==> src/i2c_master_byte_engine_unit_defines.svh <==
// Assertion macros shared by the I2C master byte engine RTL.
// Included by modules that carry concurrent checks; no other dependencies.
`ifndef I2C_MASTER_BYTE_ENGINE_UNIT_DEFINES_SVH
`define I2C_MASTER_BYTE_ENGINE_UNIT_DEFINES_SVH

// Same-cycle implication, disabled while reset is asserted.
`define I2CM_ASSERT_NOW(label, clk, rstn, ante, cons, msg) \
    label: assert property (@(posedge clk) disable iff (!(rstn)) (ante) |-> (cons)) \
        else $error(msg);

// Next-cycle implication, disabled while reset is asserted.
`define I2CM_ASSERT_NEXT(label, clk, rstn, ante, cons, msg) \
    label: assert property (@(posedge clk) disable iff (!(rstn)) (ante) |=> (cons)) \
        else $error(msg);

`endif

==> src/i2cm_pkg.sv <==
// Shared types and constants for the I2C master byte engine.
// No dependencies; imported by the register block, step logic and top level.
`timescale 1ns / 1ps
`default_nettype none

package i2cm_pkg;

    // command kinds
    localparam logic [2:0] KIND_TICK  = 3'd0;
    localparam logic [2:0] KIND_START = 3'd1;
    localparam logic [2:0] KIND_STOP  = 3'd2;
    localparam logic [2:0] KIND_WRITE = 3'd3;
    localparam logic [2:0] KIND_READ  = 3'd4;

    // sequencer phases share the kind encoding
    localparam logic [2:0] PH_IDLE  = 3'd0;
    localparam logic [2:0] PH_START = 3'd1;
    localparam logic [2:0] PH_STOP  = 3'd2;
    localparam logic [2:0] PH_WRITE = 3'd3;
    localparam logic [2:0] PH_READ  = 3'd4;

    // completion status
    localparam logic [2:0] ST_OK        = 3'd0;
    localparam logic [2:0] ST_NOACK     = 3'd1;
    localparam logic [2:0] ST_LOWBEFORE = 3'd2;
    localparam logic [2:0] ST_HIGHAFTER = 3'd3;
    localparam logic [2:0] ST_REJECTED  = 3'd4;

    // register map
    localparam int         ADDR_W       = 4;
    localparam logic [1:0] REG_HALF     = 2'd0;
    localparam logic [1:0] REG_SETUP    = 2'd1;
    localparam logic [1:0] REG_POLL     = 2'd2;

    localparam logic [15:0] HALF_RESET  = 16'd5;
    localparam logic [15:0] SETUP_RESET = 16'd2;
    localparam logic [15:0] POLL_RESET  = 16'd500;

    typedef struct packed {
        logic [2:0] phase;
        logic [2:0] step;
        logic [3:0] bits;
        logic [7:0] shift;
        logic       nack;
        logic       scl;
        logic       sda;
    } seq_state_t;

    typedef struct packed {
        logic       scl;
        logic       sda;
        logic       busy;
        logic       done;
        logic [2:0] status;
        logic [7:0] rx;
    } result_t;

endpackage

`default_nettype wire

==> src/i2cm_regs.sv <==
// APB configuration registers: half period, read setup and ack poll limit.
// Depends on i2cm_pkg for the register map and reset values.
`timescale 1ns / 1ps
`default_nettype none

module i2cm_regs
    import i2cm_pkg::*;
#(
    parameter int COUNT_WIDTH = 16
) (
    input  wire logic                   aclk,
    input  wire logic                   aresetn,
    input  wire logic                   psel,
    input  wire logic                   penable,
    input  wire logic                   pwrite,
    input  wire logic [ADDR_W-1:0]      paddr,
    input  wire logic [31:0]            pwdata,
    output logic      [31:0]            prdata,
    output logic                        pready,
    output logic      [COUNT_WIDTH-1:0] half_ticks,
    output logic      [COUNT_WIDTH-1:0] setup_ticks,
    output logic      [COUNT_WIDTH-1:0] poll_limit
);

    logic [15:0] half_reg;
    logic [15:0] setup_reg;
    logic [15:0] poll_reg;
    logic [1:0]  index;
    logic        wr_en;

    assign pready = 1'b1;
    assign index  = paddr[3:2];
    assign wr_en  = psel && penable && pwrite;

    always_ff @(posedge aclk) begin
        if (!aresetn) begin
            half_reg  <= HALF_RESET;
            setup_reg <= SETUP_RESET;
            poll_reg  <= POLL_RESET;
        end else if (wr_en) begin
            case (index)
                REG_HALF:  half_reg  <= pwdata[15:0];
                REG_SETUP: setup_reg <= pwdata[15:0];
                REG_POLL:  poll_reg  <= pwdata[15:0];
                default: ;
            endcase
        end
    end

    always_comb begin
        case (index)
            REG_HALF:  prdata = {16'd0, half_reg};
            REG_SETUP: prdata = {16'd0, setup_reg};
            REG_POLL:  prdata = {16'd0, poll_reg};
            default:   prdata = 32'd0;
        endcase
    end

    // counters see the register masked or extended to their own width
    assign half_ticks  = COUNT_WIDTH'(half_reg);
    assign setup_ticks = COUNT_WIDTH'(setup_reg);
    assign poll_limit  = COUNT_WIDTH'(poll_reg);

endmodule

`default_nettype wire

==> src/i2cm_step.sv <==
// Next-state and result logic for one tick of the bit sequencer.
// Purely combinational; depends on i2cm_pkg for state and result types.
`timescale 1ns / 1ps
`default_nettype none

module i2cm_step
    import i2cm_pkg::*;
#(
    parameter int COUNT_WIDTH = 16
) (
    input  wire seq_state_t             st_i,
    input  wire logic [COUNT_WIDTH-1:0] dly_i,
    input  wire logic [COUNT_WIDTH-1:0] pol_i,
    input  wire logic [COUNT_WIDTH-1:0] half_ticks,
    input  wire logic [COUNT_WIDTH-1:0] setup_ticks,
    input  wire logic [COUNT_WIDTH-1:0] poll_limit,
    input  wire logic [2:0]             kind,
    input  wire logic [7:0]             tx_byte,
    input  wire logic                   read_nack,
    input  wire logic                   sda_in,
    output seq_state_t                  st_o,
    output logic      [COUNT_WIDTH-1:0] dly_o,
    output logic      [COUNT_WIDTH-1:0] pol_o,
    output result_t                     res_o
);

    seq_state_t             nx;
    logic [COUNT_WIDTH-1:0] dly;
    logic [COUNT_WIDTH-1:0] pol;
    logic                   is_cmd;
    logic                   do_step;
    logic                   rej;
    logic                   fin;
    logic [2:0]             fin_st;
    logic [7:0]             fin_rx;

    always_comb begin
        nx      = st_i;
        dly     = dly_i;
        pol     = pol_i;
        is_cmd  = kind inside {[KIND_START:KIND_READ]};
        do_step = 1'b0;
        rej     = 1'b0;
        fin     = 1'b0;
        fin_st  = ST_OK;
        fin_rx  = 8'd0;

        if (st_i.phase == PH_IDLE) begin
            if (is_cmd) begin
                nx.phase = kind;
                nx.step  = 3'd0;
                nx.bits  = 4'd0;
                dly      = '0;
                pol      = '0;
                case (kind)
                    KIND_WRITE: begin
                        nx.shift = tx_byte;
                        nx.nack  = 1'b0;
                    end
                    KIND_READ: begin
                        nx.shift = 8'd0;
                        nx.nack  = read_nack;
                    end
                    default: nx.nack = 1'b0;
                endcase
                do_step = 1'b1;
            end
        end else begin
            rej = is_cmd;
            if (dly_i != '0) begin
                dly = dly_i - 1'b1;
            end else begin
                do_step = 1'b1;
            end
        end

        if (do_step) begin
            case (nx.phase)
                PH_START: begin
                    case (nx.step)
                        3'd0: begin
                            nx.sda = 1'b1; dly = half_ticks; nx.step = 3'd1;
                        end
                        3'd1: begin
                            nx.scl = 1'b1; dly = half_ticks; nx.step = 3'd2;
                        end
                        3'd2: begin
                            if (!sda_in) begin
                                fin = 1'b1; fin_st = ST_LOWBEFORE;
                            end else begin
                                nx.sda = 1'b0; dly = half_ticks; nx.step = 3'd3;
                            end
                        end
                        3'd3: begin
                            if (sda_in) begin
                                fin = 1'b1; fin_st = ST_HIGHAFTER;
                            end else begin
                                nx.scl = 1'b0; dly = half_ticks; nx.step = 3'd4;
                            end
                        end
                        default: fin = 1'b1;
                    endcase
                end
                PH_STOP: begin
                    case (nx.step)
                        3'd0: begin
                            nx.sda = 1'b0; nx.scl = 1'b0; dly = half_ticks; nx.step = 3'd1;
                        end
                        3'd1: begin
                            nx.scl = 1'b1; dly = half_ticks; nx.step = 3'd2;
                        end
                        3'd2: begin
                            nx.sda = 1'b1; dly = half_ticks; nx.step = 3'd3;
                        end
                        default: fin = 1'b1;
                    endcase
                end
                PH_WRITE: begin
                    case (nx.step)
                        3'd0: begin
                            nx.scl = 1'b0; nx.sda = nx.shift[7];
                            dly = half_ticks; nx.step = 3'd1;
                        end
                        3'd1: begin
                            nx.scl   = 1'b1;
                            dly      = half_ticks;
                            nx.shift = {nx.shift[6:0], 1'b0};
                            nx.bits  = nx.bits + 4'd1;
                            nx.step  = (nx.bits >= 4'd8) ? 3'd2 : 3'd0;
                        end
                        3'd2: begin
                            nx.scl = 1'b0; nx.sda = 1'b1; dly = half_ticks; nx.step = 3'd3;
                        end
                        3'd3: begin
                            nx.scl = 1'b1; pol = '0; nx.step = 3'd4;
                        end
                        3'd4: begin
                            if (!sda_in) begin
                                nx.scl = 1'b0; dly = half_ticks; nx.step = 3'd5;
                            end else begin
                                pol = pol + 1'b1;
                                if (pol >= poll_limit) begin
                                    nx.nack = 1'b1;
                                    nx.scl  = 1'b0; dly = half_ticks; nx.step = 3'd5;
                                end
                            end
                        end
                        default: begin
                            fin    = 1'b1;
                            fin_st = nx.nack ? ST_NOACK : ST_OK;
                        end
                    endcase
                end
                PH_READ: begin
                    case (nx.step)
                        3'd0: begin
                            nx.scl = 1'b0; nx.sda = 1'b1; dly = setup_ticks; nx.step = 3'd1;
                        end
                        3'd1: begin
                            nx.scl = 1'b1; dly = half_ticks; nx.step = 3'd2;
                        end
                        3'd2: begin
                            nx.shift = {nx.shift[6:0], sda_in};
                            nx.scl   = 1'b0;
                            dly      = half_ticks;
                            nx.bits  = nx.bits + 4'd1;
                            nx.step  = (nx.bits >= 4'd8) ? 3'd3 : 3'd1;
                        end
                        3'd3: begin
                            nx.sda = nx.nack; dly = half_ticks; nx.step = 3'd4;
                        end
                        3'd4: begin
                            nx.scl = 1'b1; dly = half_ticks; nx.step = 3'd5;
                        end
                        3'd5: begin
                            nx.scl = 1'b0; dly = half_ticks; nx.step = 3'd6;
                        end
                        default: begin
                            fin = 1'b1; fin_rx = nx.shift;
                        end
                    endcase
                end
                default: fin = 1'b1;
            endcase
        end

        if (fin) begin
            nx.phase = PH_IDLE;
            nx.step  = 3'd0;
            nx.bits  = 4'd0;
        end
    end

    assign st_o  = nx;
    assign dly_o = dly;
    assign pol_o = pol;

    assign res_o.scl    = nx.scl;
    assign res_o.sda    = nx.sda;
    assign res_o.busy   = (nx.phase != PH_IDLE);
    assign res_o.done   = fin;
    assign res_o.status = fin ? fin_st : (rej ? ST_REJECTED : ST_OK);
    assign res_o.rx     = fin ? fin_rx : 8'd0;

endmodule

`default_nettype wire

==> src/i2c_master_byte_engine_unit.sv <==
// Top level of the I2C master byte engine: tick input register, sequencer
// state, result register. Uses i2cm_pkg, i2cm_regs, i2cm_step and the defines header.
//
//  channel  | direction | handshake          | payload
//  ---------+-----------+--------------------+------------------------------------------
//  s_       | in        | s_valid / s_ready  | kind, tx_byte, read_nack, sda_in
//  m_       | out       | m_valid / m_ready  | scl/sda_release, busy/done_res, status, rx
//  apb      | in        | psel/penable/pready| 3 x 16-bit registers at 0x0, 0x4, 0x8
//
// One tick request per clock cycle while m_ready keeps the result slot draining; a result
// reaches m_ through the input register, then the result register.
// The sequencer state advances only when the input register moves into the result register.
// m_ready low holds the result; s_ready stays high while the input stage can still drain.
// Synchronous active-low reset: lines released, sequencer idle, registers at defaults.
`timescale 1ns / 1ps
`default_nettype none
`include "i2c_master_byte_engine_unit_defines.svh"

module i2c_master_byte_engine_unit
    import i2cm_pkg::*;
#(
    parameter int COUNT_WIDTH = 16
) (
    input  wire logic              aclk,
    input  wire logic              aresetn,
    input  wire logic              psel,
    input  wire logic              penable,
    input  wire logic              pwrite,
    input  wire logic [ADDR_W-1:0] paddr,
    input  wire logic [31:0]       pwdata,
    output logic      [31:0]       prdata,
    output logic                   pready,
    input  wire logic              s_valid,
    output logic                   s_ready,
    input  wire logic [2:0]        s_kind,
    input  wire logic [7:0]        s_tx_byte,
    input  wire logic              s_read_nack,
    input  wire logic              s_sda_in,
    output logic                   m_valid,
    input  wire logic              m_ready,
    output logic                   m_scl_release,
    output logic                   m_sda_release,
    output logic                   m_busy_res,
    output logic                   m_done_res,
    output logic      [2:0]        m_status,
    output logic      [7:0]        m_rx_byte
);

    logic [COUNT_WIDTH-1:0] half_ticks;
    logic [COUNT_WIDTH-1:0] setup_ticks;
    logic [COUNT_WIDTH-1:0] poll_limit;

    logic                   in_valid_reg;
    logic [2:0]             in_kind_reg;
    logic [7:0]             in_tx_reg;
    logic                   in_nack_reg;
    logic                   in_sda_reg;

    seq_state_t             state_reg;
    seq_state_t             state_next;
    logic [COUNT_WIDTH-1:0] dly_reg;
    logic [COUNT_WIDTH-1:0] dly_next;
    logic [COUNT_WIDTH-1:0] pol_reg;
    logic [COUNT_WIDTH-1:0] pol_next;

    result_t                res_next;
    result_t                res_reg;
    logic                   out_valid_reg;
    logic                   advance;

    i2cm_regs #(
        .COUNT_WIDTH(COUNT_WIDTH)
    ) u_regs (
        .aclk        (aclk),
        .aresetn     (aresetn),
        .psel        (psel),
        .penable     (penable),
        .pwrite      (pwrite),
        .paddr       (paddr),
        .pwdata      (pwdata),
        .prdata      (prdata),
        .pready      (pready),
        .half_ticks  (half_ticks),
        .setup_ticks (setup_ticks),
        .poll_limit  (poll_limit)
    );

    i2cm_step #(
        .COUNT_WIDTH(COUNT_WIDTH)
    ) u_step (
        .st_i        (state_reg),
        .dly_i       (dly_reg),
        .pol_i       (pol_reg),
        .half_ticks  (half_ticks),
        .setup_ticks (setup_ticks),
        .poll_limit  (poll_limit),
        .kind        (in_kind_reg),
        .tx_byte     (in_tx_reg),
        .read_nack   (in_nack_reg),
        .sda_in      (in_sda_reg),
        .st_o        (state_next),
        .dly_o       (dly_next),
        .pol_o       (pol_next),
        .res_o       (res_next)
    );

    // a tick moves on when the result slot is free or being emptied
    assign advance = in_valid_reg && (!out_valid_reg || m_ready);
    assign s_ready = !in_valid_reg || advance;

    always_ff @(posedge aclk) begin
        if (!aresetn) begin
            in_valid_reg <= 1'b0;
        end else if (s_valid && s_ready) begin
            in_valid_reg <= 1'b1;
        end else if (advance) begin
            in_valid_reg <= 1'b0;
        end
    end

    always_ff @(posedge aclk) begin
        if (s_valid && s_ready) begin
            in_kind_reg <= s_kind;
            in_tx_reg   <= s_tx_byte;
            in_nack_reg <= s_read_nack;
            in_sda_reg  <= s_sda_in;
        end
    end

    always_ff @(posedge aclk) begin
        if (!aresetn) begin
            state_reg <= '{phase: PH_IDLE, step: 3'd0, bits: 4'd0, shift: 8'd0,
                           nack: 1'b0, scl: 1'b1, sda: 1'b1};
            dly_reg   <= '0;
            pol_reg   <= '0;
        end else if (advance) begin
            state_reg <= state_next;
            dly_reg   <= dly_next;
            pol_reg   <= pol_next;
        end
    end

    always_ff @(posedge aclk) begin
        if (!aresetn) begin
            out_valid_reg <= 1'b0;
        end else if (advance) begin
            out_valid_reg <= 1'b1;
        end else if (m_ready) begin
            out_valid_reg <= 1'b0;
        end
    end

    always_ff @(posedge aclk) begin
        if (advance) begin
            res_reg <= res_next;
        end
    end

    assign m_valid       = out_valid_reg;
    assign m_scl_release = res_reg.scl;
    assign m_sda_release = res_reg.sda;
    assign m_busy_res    = res_reg.busy;
    assign m_done_res    = res_reg.done;
    assign m_status      = res_reg.status;
    assign m_rx_byte     = res_reg.rx;

    `I2CM_ASSERT_NOW(a_idle_clean, aclk, aresetn, state_reg.phase == PH_IDLE,
        state_reg.step == 3'd0 && state_reg.bits == 4'd0, "idle with stale step or bit count")
    `I2CM_ASSERT_NOW(a_done_not_busy, aclk, aresetn, m_valid && m_done_res,
        !m_busy_res, "done result still reports busy")
    `I2CM_ASSERT_NOW(a_reject_busy, aclk, aresetn, m_valid && m_status == ST_REJECTED,
        m_busy_res && !m_done_res, "rejected request outside a busy command")
    `I2CM_ASSERT_NOW(a_rx_on_done, aclk, aresetn, m_valid && m_rx_byte != 8'd0,
        m_done_res, "received byte shown without done")
    `I2CM_ASSERT_NEXT(a_stall_holds_state, aclk, aresetn, in_valid_reg && !advance,
        $stable(state_reg) && in_valid_reg, "sequencer moved while result stalled")

endmodule

`default_nettype wire

==> config.mk <==
export PLATFORM = sky130hd
export DESIGN_NAME = i2c_master_byte_engine_unit
export DESIGN_NICKNAME = d
export VERILOG_FILES = /design/src/i2cm_pkg.sv /design/src/i2cm_regs.sv /design/src/i2cm_step.sv /design/src/i2c_master_byte_engine_unit.sv
export VERILOG_INCLUDE_DIRS = /design/src /design/src/src
export SDC_FILE = /design/constraint.sdc
export NUM_CORES = 1
export LEC_CHECK = 0
export BUFFER_PORTS_ARGS = -buffer_cell sky130_fd_sc_hd__buf_4
export CORE_UTILIZATION = 45
export CTS_CLUSTER_SIZE = 30
export DETAILED_ROUTE_END_ITERATION = 10
export GPL_TIMING_DRIVEN = 0
export HOLD_SLACK_MARGIN = 0.05
export PLACE_DENSITY = 0.69
export SLEW_MARGIN = 10
export SYNTH_ARGS = -nofsm -noshare
export SYNTH_HDL_FRONTEND = slang
export SYNTH_SLANG_ARGS = --single-unit
==> constraint.sdc <==
create_clock -name aclk -period 7.8 [get_ports aclk]
set_input_delay 1.56 -clock aclk [delete_from_list [all_inputs] [get_ports aclk]]
set_output_delay 1.56 -clock aclk [all_outputs]
set_load 0.02 [all_outputs]
After elaboration in Yosys (flattened, before gate mapping):

Index checks and enable logic that the tools add are counted.

* bits in registers: 131
* output and inout bits: 50

* add/subtract/negate cells: 3
* order comparisons: 4
* equal/unequal tests: 13
* mux-type cells: 81
* bitwise gates (word level): 3
* reductions and logical operators: 29

Operators with widths (count)
* $mux 16: 14
* $pmux 16 s2: 3
* $pmux 16 s3: 2
* $pmux 16 s4: 1
* $mux 19: 2
* $mux 12: 2
* $mux 3: 8
* $pmux 12 s2: 1
* $pmux 3 s4: 2
* $mux 1: 22
* $mux 18: 1
* $pmux 3 s6: 1
* $add 16x1->16 const B: 1
* $ge 16x16->1: 1
* $pmux 8 s2: 1
* $reduce_bool 16->1: 1
* $sub 16x1->16 const B: 1
* $eq 3x2->1 const B: 5
* $pmux 3 s5: 1
* $pmux 1 s2: 7
* $eq 3x3->1 const B: 4
* $pmux 3 s2: 2
* $mux 10: 1
* $mux 2: 5
* 25 further kinds: 44

Longest topological paths before layout:

Gate-level depths: netlist of the first run.

* depth in word-level cells: 13
* gate-level depth with buffers: 24
* gate-level depth less buffers: 19

Modules after synthesis:

From an unflattened synthesis of the first run, not the netlist that was laid out.

* cell total of the unflattened synthesis: 1043
* area, all modules: 8763.4 um^2

Modules (own cells, without submodules)
* i2cm_step: instances 1, cells an instance 515, area an instance 3320.7 um^2, seq. area each 0.0 um^2
* i2c_master_byte_engine_unit: instances 1, cells an instance 268, area an instance 3103.0 um^2, seq. area each 1941.9 um^2
* i2cm_regs: instances 1, cells an instance 260, area an instance 2339.7 um^2, seq. area each 960.9 um^2

Least setup slack after synthesis of the first run:

OpenSTA, ideal clock, no wires.

* kind: flip-flop to flip-flop
* from: reg in_kind_reg[0]
* to: reg dly_reg[0]
* setup time: 130 ps
* arrival time: 5323 ps
* slack: 2348 ps
* cell stages (with the launch flop): 25
* cell sequence: edfxtp_1 clkbuf_1 or3_1 nand3_1 clkbuf_1 clkbuf_1 buf_1 and2_1 ha_1 and3_1 nand4_1 nor4_1 nand3_1 xor2_1 nor2_1 ha_1 and4_1 nand3_1 a221o_1 nand4_1 a21oi_1 buf_2 mux2_2 nand2_1 a21oi_1

* word-level cells in the longest chain between the ends: 11
* elaborated cells between the ends (all ways): 36

Ends and longest elaborated chain
* from (decl): RTL line i2c_master_byte_engine_unit.sv:54 `logic [2:0] in_kind_reg;`
* from (signal assigned): RTL line i2c_master_byte_engine_unit.sv:123 `in_kind_reg <= s_kind;`
* $ge 3x1->1 / $le 3x3->1 (equally long branches): RTL line i2cm_step.sv:41 `is_cmd = kind inside {[KIND_START:KIND_READ]};`
* $logic_and 1x1->1: RTL line i2cm_step.sv:41
* $mux 16: RTL line i2cm_step.sv:49 `if (is_cmd) begin`
* $mux 16: RTL line i2cm_step.sv:48 `if (st_i.phase == PH_IDLE) begin`
* $add 16x1->16: RTL line i2cm_step.sv:141 `pol = pol + 1'b1;`
* $ge 16x16->1: RTL line i2cm_step.sv:142 `if (pol >= poll_limit) begin`
* $mux 16: RTL line i2cm_step.sv:142
* $mux 16: RTL line i2cm_step.sv:138 `if (!sda_in) begin`
* $pmux 16 s2: RTL line i2cm_step.sv:119 `case (nx.step)`
* $pmux 16 s4: RTL line i2cm_step.sv:78 `case (nx.phase)`
* $mux 16 (*): RTL line i2cm_step.sv:77 `if (do_step) begin`
* to (signal assigned): RTL line i2c_master_byte_engine_unit.sv:138 `dly_reg <= dly_next;`
* to (decl): RTL line i2c_master_byte_engine_unit.sv:61 `logic [COUNT_WIDTH-1:0] dly_reg;`

Every way passes the cells marked *; elsewhere a longest branch is shown, timed or not.
A chain may end at the register's enable or synchronous reset.

Worst setup path after layout of the first run:

* from: reg in_kind_reg[0]
* to: reg dly_reg[14]

Same word-level chain as after synthesis.

==> results of run 1 <==
## worst max path at each step
| stage | start | end | cells past startpoint | slack, ps |
|---|---|---|---|---|
| after floorplan | in_kind_reg[0] | dly_reg[0] | 24 | 2350 |
| after global placement | in_kind_reg[0] | dly_reg[8] | 24 | 160 |
| after detailed placement | in_kind_reg[0] | dly_reg[8] | 23 | 140 |
| after CTS | in_kind_reg[0] | dly_reg[14] | 23 | 110 |
| after global routing | in_kind_reg[0] | dly_reg[14] | 22 | 200 |
| final | in_kind_reg[0] | dly_reg[14] | 22 | 730 |
## final cells by class
cell class	count	area (sq um)	area share, %
clock inverter	15	184	1.86
timing repair buffer	69	518	5.24
buffer	94	453	4.58
clock buffer	17	425	4.30
multi-input combinational	862	5010	50.6
sequential	131	2900	29.4
tap	229	287	2.90
inverter	30	113	1.14
## cell families after synthesis
kind of cell | Yosys count | share of synthesized area (%)
compound gates | 331 | 24.8
flops | 131 | 34.5
other cells | 2 | 0.0893
buf+inv | 125 | 6.74
simple gates | 438 | 24.3
fa+ha+maj | 19 | 2.83
mux | 40 | 4.98
xor+xnor | 17 | 1.77
## through the flow
step	worst slack, ps	instances	util [%]	hold slack (ps)
floorplan	2350	1118	-	432
global placement	156	1416	51.1	439
detailed placement	142	1416	51.1	445
CTS	105	1448	54.4	453
global route	200	1447	54.5	478
finish	732	1447	54.5	452
## synth_stat cells (all sizes together), types with 9 or more instances
cell / count / area [sq um]
and2: 10 / 62.6
a221oi: 13 / 120
o211ai: 14 / 105
or3: 9 / 61.3
buf: 32 / 218
a31oi: 11 / 68.8
nand2: 191 / 719
edfxtp: 28 / 841
nor3: 38 / 200
ha: 19 / 238
a21oi: 111 / 559
a22oi: 16 / 120
mux2i: 35 / 363
nor2: 83 / 314
inv: 28 / 105
nand3: 46 / 230
clkbuf: 63 / 236
o21ai: 83 / 419
nand4: 10 / 62.6
nor4: 9 / 75.1
o31ai: 12 / 104
o21a: 9 / 67.6
dfxtp: 103 / 2060
xor2: 9 / 78.8
## cells in the final DEF, fill, tap and decap left out, types with 8 or more instances in the layout
| cell type | instances |
|---|---|
| nand3_1 | 46 |
| a31oi_1 | 11 |
| or3_1 | 8 |
| a21oi_1 | 109 |
| conb_1 | 17 |
| xnor2_1 | 8 |
| a221oi_1 | 12 |
| a22oi_1 | 16 |
| o211ai_1 | 14 |
| o21a_1 | 9 |
| nand4_1 | 10 |
| buf_4 | 87 |
| inv_1 | 26 |
| o31ai_1 | 11 |
| clkbuf_1 | 60 |
| and2_1 | 10 |
| mux2i_1 | 34 |
| ha_1 | 19 |
| nor3_1 | 36 |
| edfxtp_1 | 28 |
| o21ai_0 | 78 |
| clkbuf_16 | 17 |
| nor2_1 | 82 |
| xor2_1 | 9 |
| nand2_1 | 190 |
| dfxtp_1 | 103 |
| o22ai_1 | 8 |
## what timing repair did
action | CTS | global route
buffers inserted | 0 | 0
hold buffers | 0 | 0
resized for setup | 0 | 4
setup endpoints to repair | 0 | 16
## worst reg2reg max path, cell delays in order, from the launching register on
cell      delay [ps]
edfxtp_1         380
clkbuf_1         190
or3_1            470
nand3_1          330
clkbuf_2         550
buf_1            460
and2_1           240
ha_1             240
and3_1           290
nand4_1          180
nor4_2           510
nand3_1          160
xor2_1           160
nor2_1           140
ha_1             270
and4_1           190
a21oi_1          210
nand4_1          430
a21oi_2          480
buf_2            350
o32ai_1          140
a311oi_1         430
o21ai_0          130
## layer usage
metal  track usage [%]  vias up
met3              5.70      103
met4              15.4        0
met5                 0        -
li1                  -     4178
met1              42.4     4213
met2              47.6      531
## power groups by stage
stage / registers, mW / clock network [mW] / logic, mW
4_1_cts: 0.730 / 0.860 / 0.323
6_report: 0.731 / 0.862 / 0.334
5_1_grt: 0.733 / 0.888 / 0.354
3_5_place_dp: 0.745 / 0 / 0.322
2_1_floorplan: 0.745 / 0 / 0.208
3_3_place_gp: 0.745 / 0 / 0.322
==> results.py, run 1 <==
metrics = {
    "outcome": {
        "run_status": "finished with violations",
        "violations": "design-rule violations",
    },
    "detailed_routing": {
        "avgViaCountPerCell": 6.24,
        "routed_wl_um": 30000,
        "detailroute.wirelength.met2_um": 13100,
        "number_of_vias_in_the_routed_layout": 9025,
        "drt.antenna.violating_nets": 0,
        "initialDrtViolationCount": 1088,
        "drt_pre_antenna_iters": 11,
        "drc_violations_left": 6,
        "met1Wirelength_um": 12700,
        "wl_per_cell_um": 20.7,
        "maxUsedRoutingLayer": "met4",
        "met3_length_um": 2940,
    },
    "power_and_ir_drop": {
        "share_comb_of_total_power_pct": 17.3,
        "vdd_ir_drop_max_mv": 0.153,
        "clockPowerShare_pct": 44.8,
        "power_report.internal_total_mw": 1.31,
        "power.sequential.fraction_pct": 37.9,
        "pwr_density_cell_nw_per_um2": 195,
        "p_leak_nw": 3.59,
        "total_switching_power_uw": 618,
        "share_of_total_power_consumed_by_net_switching_pct": 32.1,
        "total_power_draw_mw": 1.93,
    },
    "critical_path": {
        "startpoint_type_of_the_worst_setup_path": "flip-flop",
        "rrSetupSlack_ps": 730,
        "cp_num_buf_inv": 4,
        "cp.required_ps": 8100,
        "critical_path_cell_with_the_highest_stage_delay": "clkbuf_2",
        "worst-endpoint-arrival_ps": 7370,
        "critical-path-top-delay-family": "simple AND/OR/NAND/NOR gates",
        "worst_r2r_endpoint": "dly_reg[14]",
        "critical_path.reg2reg.startpoint": "in_kind_reg[0]",
        "timing.reg2reg.worst_path_depth": 22,
        "crit_path_cell_trace": "clkbuf_1 > or3_1 > nand3_1 > clkbuf_2 > buf_1 > and2_1 > ha_1 > and3_1 > nand4_1 > nor4_2 > nand3_1 > xor2_1 > nor2_1 > ha_1 > and4_1 > a21oi_1 > nand4_1 > a21oi_2 > buf_2 > o32ai_1 > a311oi_1 > o21ai_0",
        "max_stage_delay_ps": 550,
        "critical_path.max_fanout": 19,
        "critical_path.endpoint_type": "flip-flop",
        "timing.setup.critical_path_class": "flip-flop to flip-flop",
    },
    "die": {
        "num_rows": 49,
        "dieHeight_um": 139,
        "top_level_ports": 106,
        "die_w_um": 139,
        "placeableCoreArea_sq_um": 18100,
        "initial_cell_density_of_the_core_pct": 46.3,
        "floorplan.die_area_sq_um": 19200,
    },
    "logic_synthesis": {
        "ys_types": 77,
        "synthesis.yosys.warnings": 0,
        "postSynthCellCount": 1103,
        "synth_ff_type": "dfxtp_1",
        "synth.yosys.seq_area_share_pct": 34.5,
        "synthesis.area_per_instance_sq_um": 7.62,
        "synth-seq-cells": 131,
        "post_synth_instance_area_sq_um": 8410,
        "async_flop_share_pct": 0,
        "synth_enable_flop_cells": 28,
    },
    "clock_network": {
        "clock_latency_on_the_worst_skew_pair_ps": 440,
        "cts_max_path_buffers": 2,
        "numCtsBuffers": 17,
        "cts-htree-levels": 4,
        "clock_tree.root_cell": "clkbuf_16",
        "clock_tree_from_tritoncts": "done",
        "path_clk_slew_ps": 70,
        "cts.sinks": 131,
    },
    "placed_design": {
        "port_buffers": 69,
        "dpl_cell_area_sq_um": 9270,
        "gp_routability_congestion": 0.992,
        "detailedPlacementHpwl_um": 21900,
    },
    "cells_and_area": {
        "layout.filler_cells": 1786,
        "stdcell_area_sq_um": 9890,
        "antenna_cells": 0,
        "areaGrowthSynthToFinish_pct": 17.6,
        "largest_register_ffs": 21,
        "nets": 1280,
        "ratio_of_cells_with_drive_above_1_in_the_final_layout_pct": 13.5,
    },
    "sta": {
        "grt_setup_unrepaired": "no",
        "timing_worst_slew_pin_value_ps": 1150,
        "timing.clock.skew_ps": 17.8,
        "slew_violations": 0,
        "final.setup.tns_ps": 0,
        "finalHoldViolations": 0,
        "max_freq_mhz": 141,
        "fin_crit_sh_pct": 90.6,
        "timing.final.setup_violations": 0,
        "period_minus_slack_ps": 7070,
        "max_slew_headroom_pct": 22.4,
    },
    "global_route": {
        "grt.total_usage_pct": 31.2,
        "grt-ovfl-total": 0,
        "grt_max_degree": 25,
        "grt_first_pass_wirelength_um": 46700,
        "grt_pass1_vias": 8332,
        "grt_antenna_before_repair": 0,
    },
    "worst_hold_path": {
        "worstHoldStart": "state_reg[5]",
        "min_path_cells": 2,
        "whs_endpoint": "state_reg[5]",
        "hp-class": "flip-flop to flip-flop",
    },
    "run": {
        "number_of_violations_of_the_max_capacitance_limit": 0,
    },
}
No activity file was read; power rests on OpenSTA's default activity.
==> run 2: changes to the inputs <==
--- a/config.mk
+++ b/config.mk
@@ -8,6 +8,8 @@
 export LEC_CHECK = 0
 export BUFFER_PORTS_ARGS = -buffer_cell sky130_fd_sc_hd__buf_4
 export CORE_UTILIZATION = 45
+export CTS_BUF_LIST = sky130_fd_sc_hd__clkbuf_2
+export CTS_CLUSTER_DIAMETER = 30
 export CTS_CLUSTER_SIZE = 30
 export DETAILED_ROUTE_END_ITERATION = 10
 export GPL_TIMING_DRIVEN = 0
==> run 2 against run 1 <==
The run still ends with design-rule violations left. Utilization is 1.9 points lower. Cell area decreased by 3.4%. Flip-flop and latch count stayed put. Combinational power hardly changed. Worst setup slack lost 23 ps. Total power decreased by 19%. Count of clock-buffer cells in the layout stayed put. Sequential share of layout area is 1.0 points higher. Non-clock buffer count unchanged. Fmax down 0.32%.
==> results.py, run 2 (same netlist as run 1, synthesis figures left out) <==
metrics = {
    "run": {
        "number_of_violations_of_the_max_capacitance_limit": 0,
    },
    "die": {
        "initial_cell_density_of_the_core_pct": 46.3,
        "dieHeight_um": 139,
        "top_level_ports": 106,
        "num_rows": 49,
        "die_w_um": 139,
        "placeableCoreArea_sq_um": 18100,
        "floorplan.die_area_sq_um": 19200,
    },
    "critical_path": {
        "startpoint_type_of_the_worst_setup_path": "flip-flop",
        "critical_path.endpoint_type": "flip-flop",
        "critical-path-top-delay-family": "simple AND/OR/NAND/NOR gates",
        "crit_path_cell_trace": "clkbuf_1 > or3_1 > nand3_1 > clkbuf_2 > buf_1 > and2_1 > ha_1 > and3_1 > nand4_1 > nor4_2 > nand3_1 > xor2_1 > nor2_1 > ha_1 > and4_1 > a21oi_1 > nand4_1 > a21oi_2 > buf_2 > o32ai_1 > a311oi_1 > o21ai_0",
        "max_stage_delay_ps": 540,
        "critical_path.max_fanout": 19,
        "timing.setup.critical_path_class": "flip-flop to flip-flop",
        "cp.required_ps": 8430,
        "cp_num_buf_inv": 4,
        "critical_path_cell_with_the_highest_stage_delay": "clkbuf_2",
        "worst-endpoint-arrival_ps": 7720,
    },
    "cells_and_area": {
        "ratio_of_cells_with_drive_above_1_in_the_final_layout_pct": 13.5,
        "layout.cells.most_common_list": "190 x nand2_1, 109 x a21oi_1, 103 x dfxtp_1",
        "largest_register_ffs": 21,
        "layout.filler_cells": 1840,
        "nets": 1280,
        "final-instance-count-excl-fill": 1448,
        "areaGrowthSynthToFinish_pct": 13.6,
        "final_common_cell": "nand2_1",
    },
    "sta": {
        "slew_violations": 0,
        "timing.final.setup_violations": 0,
        "final.setup.tns_ps": 0,
        "period_minus_slack_ps": 7090,
        "max_freq_mhz": 141,
        "timing.clock.skew_ps": 48.3,
        "fin_crit_sh_pct": 90.9,
        "finalHoldViolations": 0,
        "grt_setup_unrepaired": "no",
        "timing_worst_slew_pin_value_ps": 1080,
        "max_slew_headroom_pct": 27.6,
    },
    "clock_network": {
        "clock_tree.root_cell": "clkbuf_2",
        "clock_tree_from_tritoncts": "done",
        "ctsHoldBuffers": 0,
        "numCtsBuffers": 17,
        "cts-htree-levels": 4,
        "path_clk_slew_ps": 240,
        "cts.sinks": 131,
        "clock_latency_on_the_worst_skew_pair_ps": 770,
        "cts_max_path_buffers": 2,
    },
    "detailed_routing": {
        "initialDrtViolationCount": 1042,
        "routed_wl_um": 29600,
        "drt.antenna.violating_nets": 0,
        "number_of_vias_in_the_routed_layout": 9008,
        "drc_violations_left": 6,
        "drt_pre_antenna_iters": 10,
        "wl_per_cell_um": 20.5,
        "avgViaCountPerCell": 6.22,
    },
    "global_route": {
        "grt_max_degree": 25,
        "grt_antenna_before_repair": 1,
        "grt-ovfl-total": 0,
        "grt_first_pass_wirelength_um": 46100,
        "grt_pass1_vias": 8280,
        "grt.total_usage_pct": 30.8,
    },
    "placed_design": {
        "port_buffers": 69,
        "numPlacedInstances": 1416,
        "gp_routability_congestion": 0.992,
        "detailedPlacementHpwl_um": 21900,
    },
    "power_and_ir_drop": {
        "p_leak_nw": 3.45,
        "pwr_density_cell_nw_per_um2": 163,
        "vdd_ir_drop_max_mv": 0.114,
    },
    "outcome": {
        "violations": "design-rule violations",
        "run_status": "finished with violations",
    },
    "worst_hold_path": {
        "hp-class": "flip-flop to flip-flop",
    },
}
run 2: changes by cell type in the layout (fill, tap and decap cells not counted), sizes merged:
cell and delta:
diode +1
run 2: per-stage QoR:
| step | worst slack [ps] | hold slack (ps) | power (mW) | instance area (sq um) | util, % |
|---|---|---|---|---|---|
| after floorplan | 2350 | 432 | 0.952 | 8470 | - |
| after global routing | 204 | 494 | 1.61 | 9550 | 52.6 |
| final | 710 | 469 | 1.56 | 9550 | 52.6 |
| after CTS | 57.1 | 469 | 1.55 | 9540 | 52.6 |
| after detailed placement | 142 | 445 | 1.07 | 9270 | 51.1 |
| after global placement | 156 | 439 | 1.07 | 9270 | 51.1 |
run 2: what timing repair did:
| item | CTS | global route |
|---|---|---|
| setup buffers | 0 | 0 |
| resized for setup | 0 | 4 |
| endpoints found under the setup margin | 0 | 16 |
run 2: report_power, final:
part	internal [mW]	switching [mW]	leakage, nW	total, mW
clock	0.167	0.323	0.167	0.490
sequential	0.716	0.0166	1.11	0.732
combinational	0.106	0.227	2.18	0.333
run 2: final timing paths:
check | depth (start not counted) | slack (ps) | from | end
worst min-delay path | 2 | 470 | state_reg[5] | state_reg[5]
worst min register to register | 2 | 470 | state_reg[5] | state_reg[5]
worst max register to register | 22 | 710 | in_kind_reg[0] | dly_reg[14]
worst max-delay path | 22 | 710 | in_kind_reg[0] | dly_reg[14]
run 2: cell type report:
class	instances	area (sq um)	share of cell area, %
Multi-Input combinational cell	862	5010	52.4
Sequential cell	131	2900	30.4
Timing Repair Buffer	69	518	5.42
Buffer	94	453	4.74
Tap cell	229	287	3.00
Clock inverter	15	184	1.93
Inverter	30	113	1.18
Clock buffer	17	85.1	0.891
Antenna cell	1	2.50	0.0262
run 2: metal layers:
metal  wire length (um)  GRT usage (%)
met5                  0              0
met4               1180           14.6
met3               3040           5.87
met2              12900           46.6
met1              12500           42.3
run 2: tightest hold or removal path, stage by stage (launching register included):
cell	delay, ps
dfxtp_1	360
nand2_1	50
a21oi_1	50
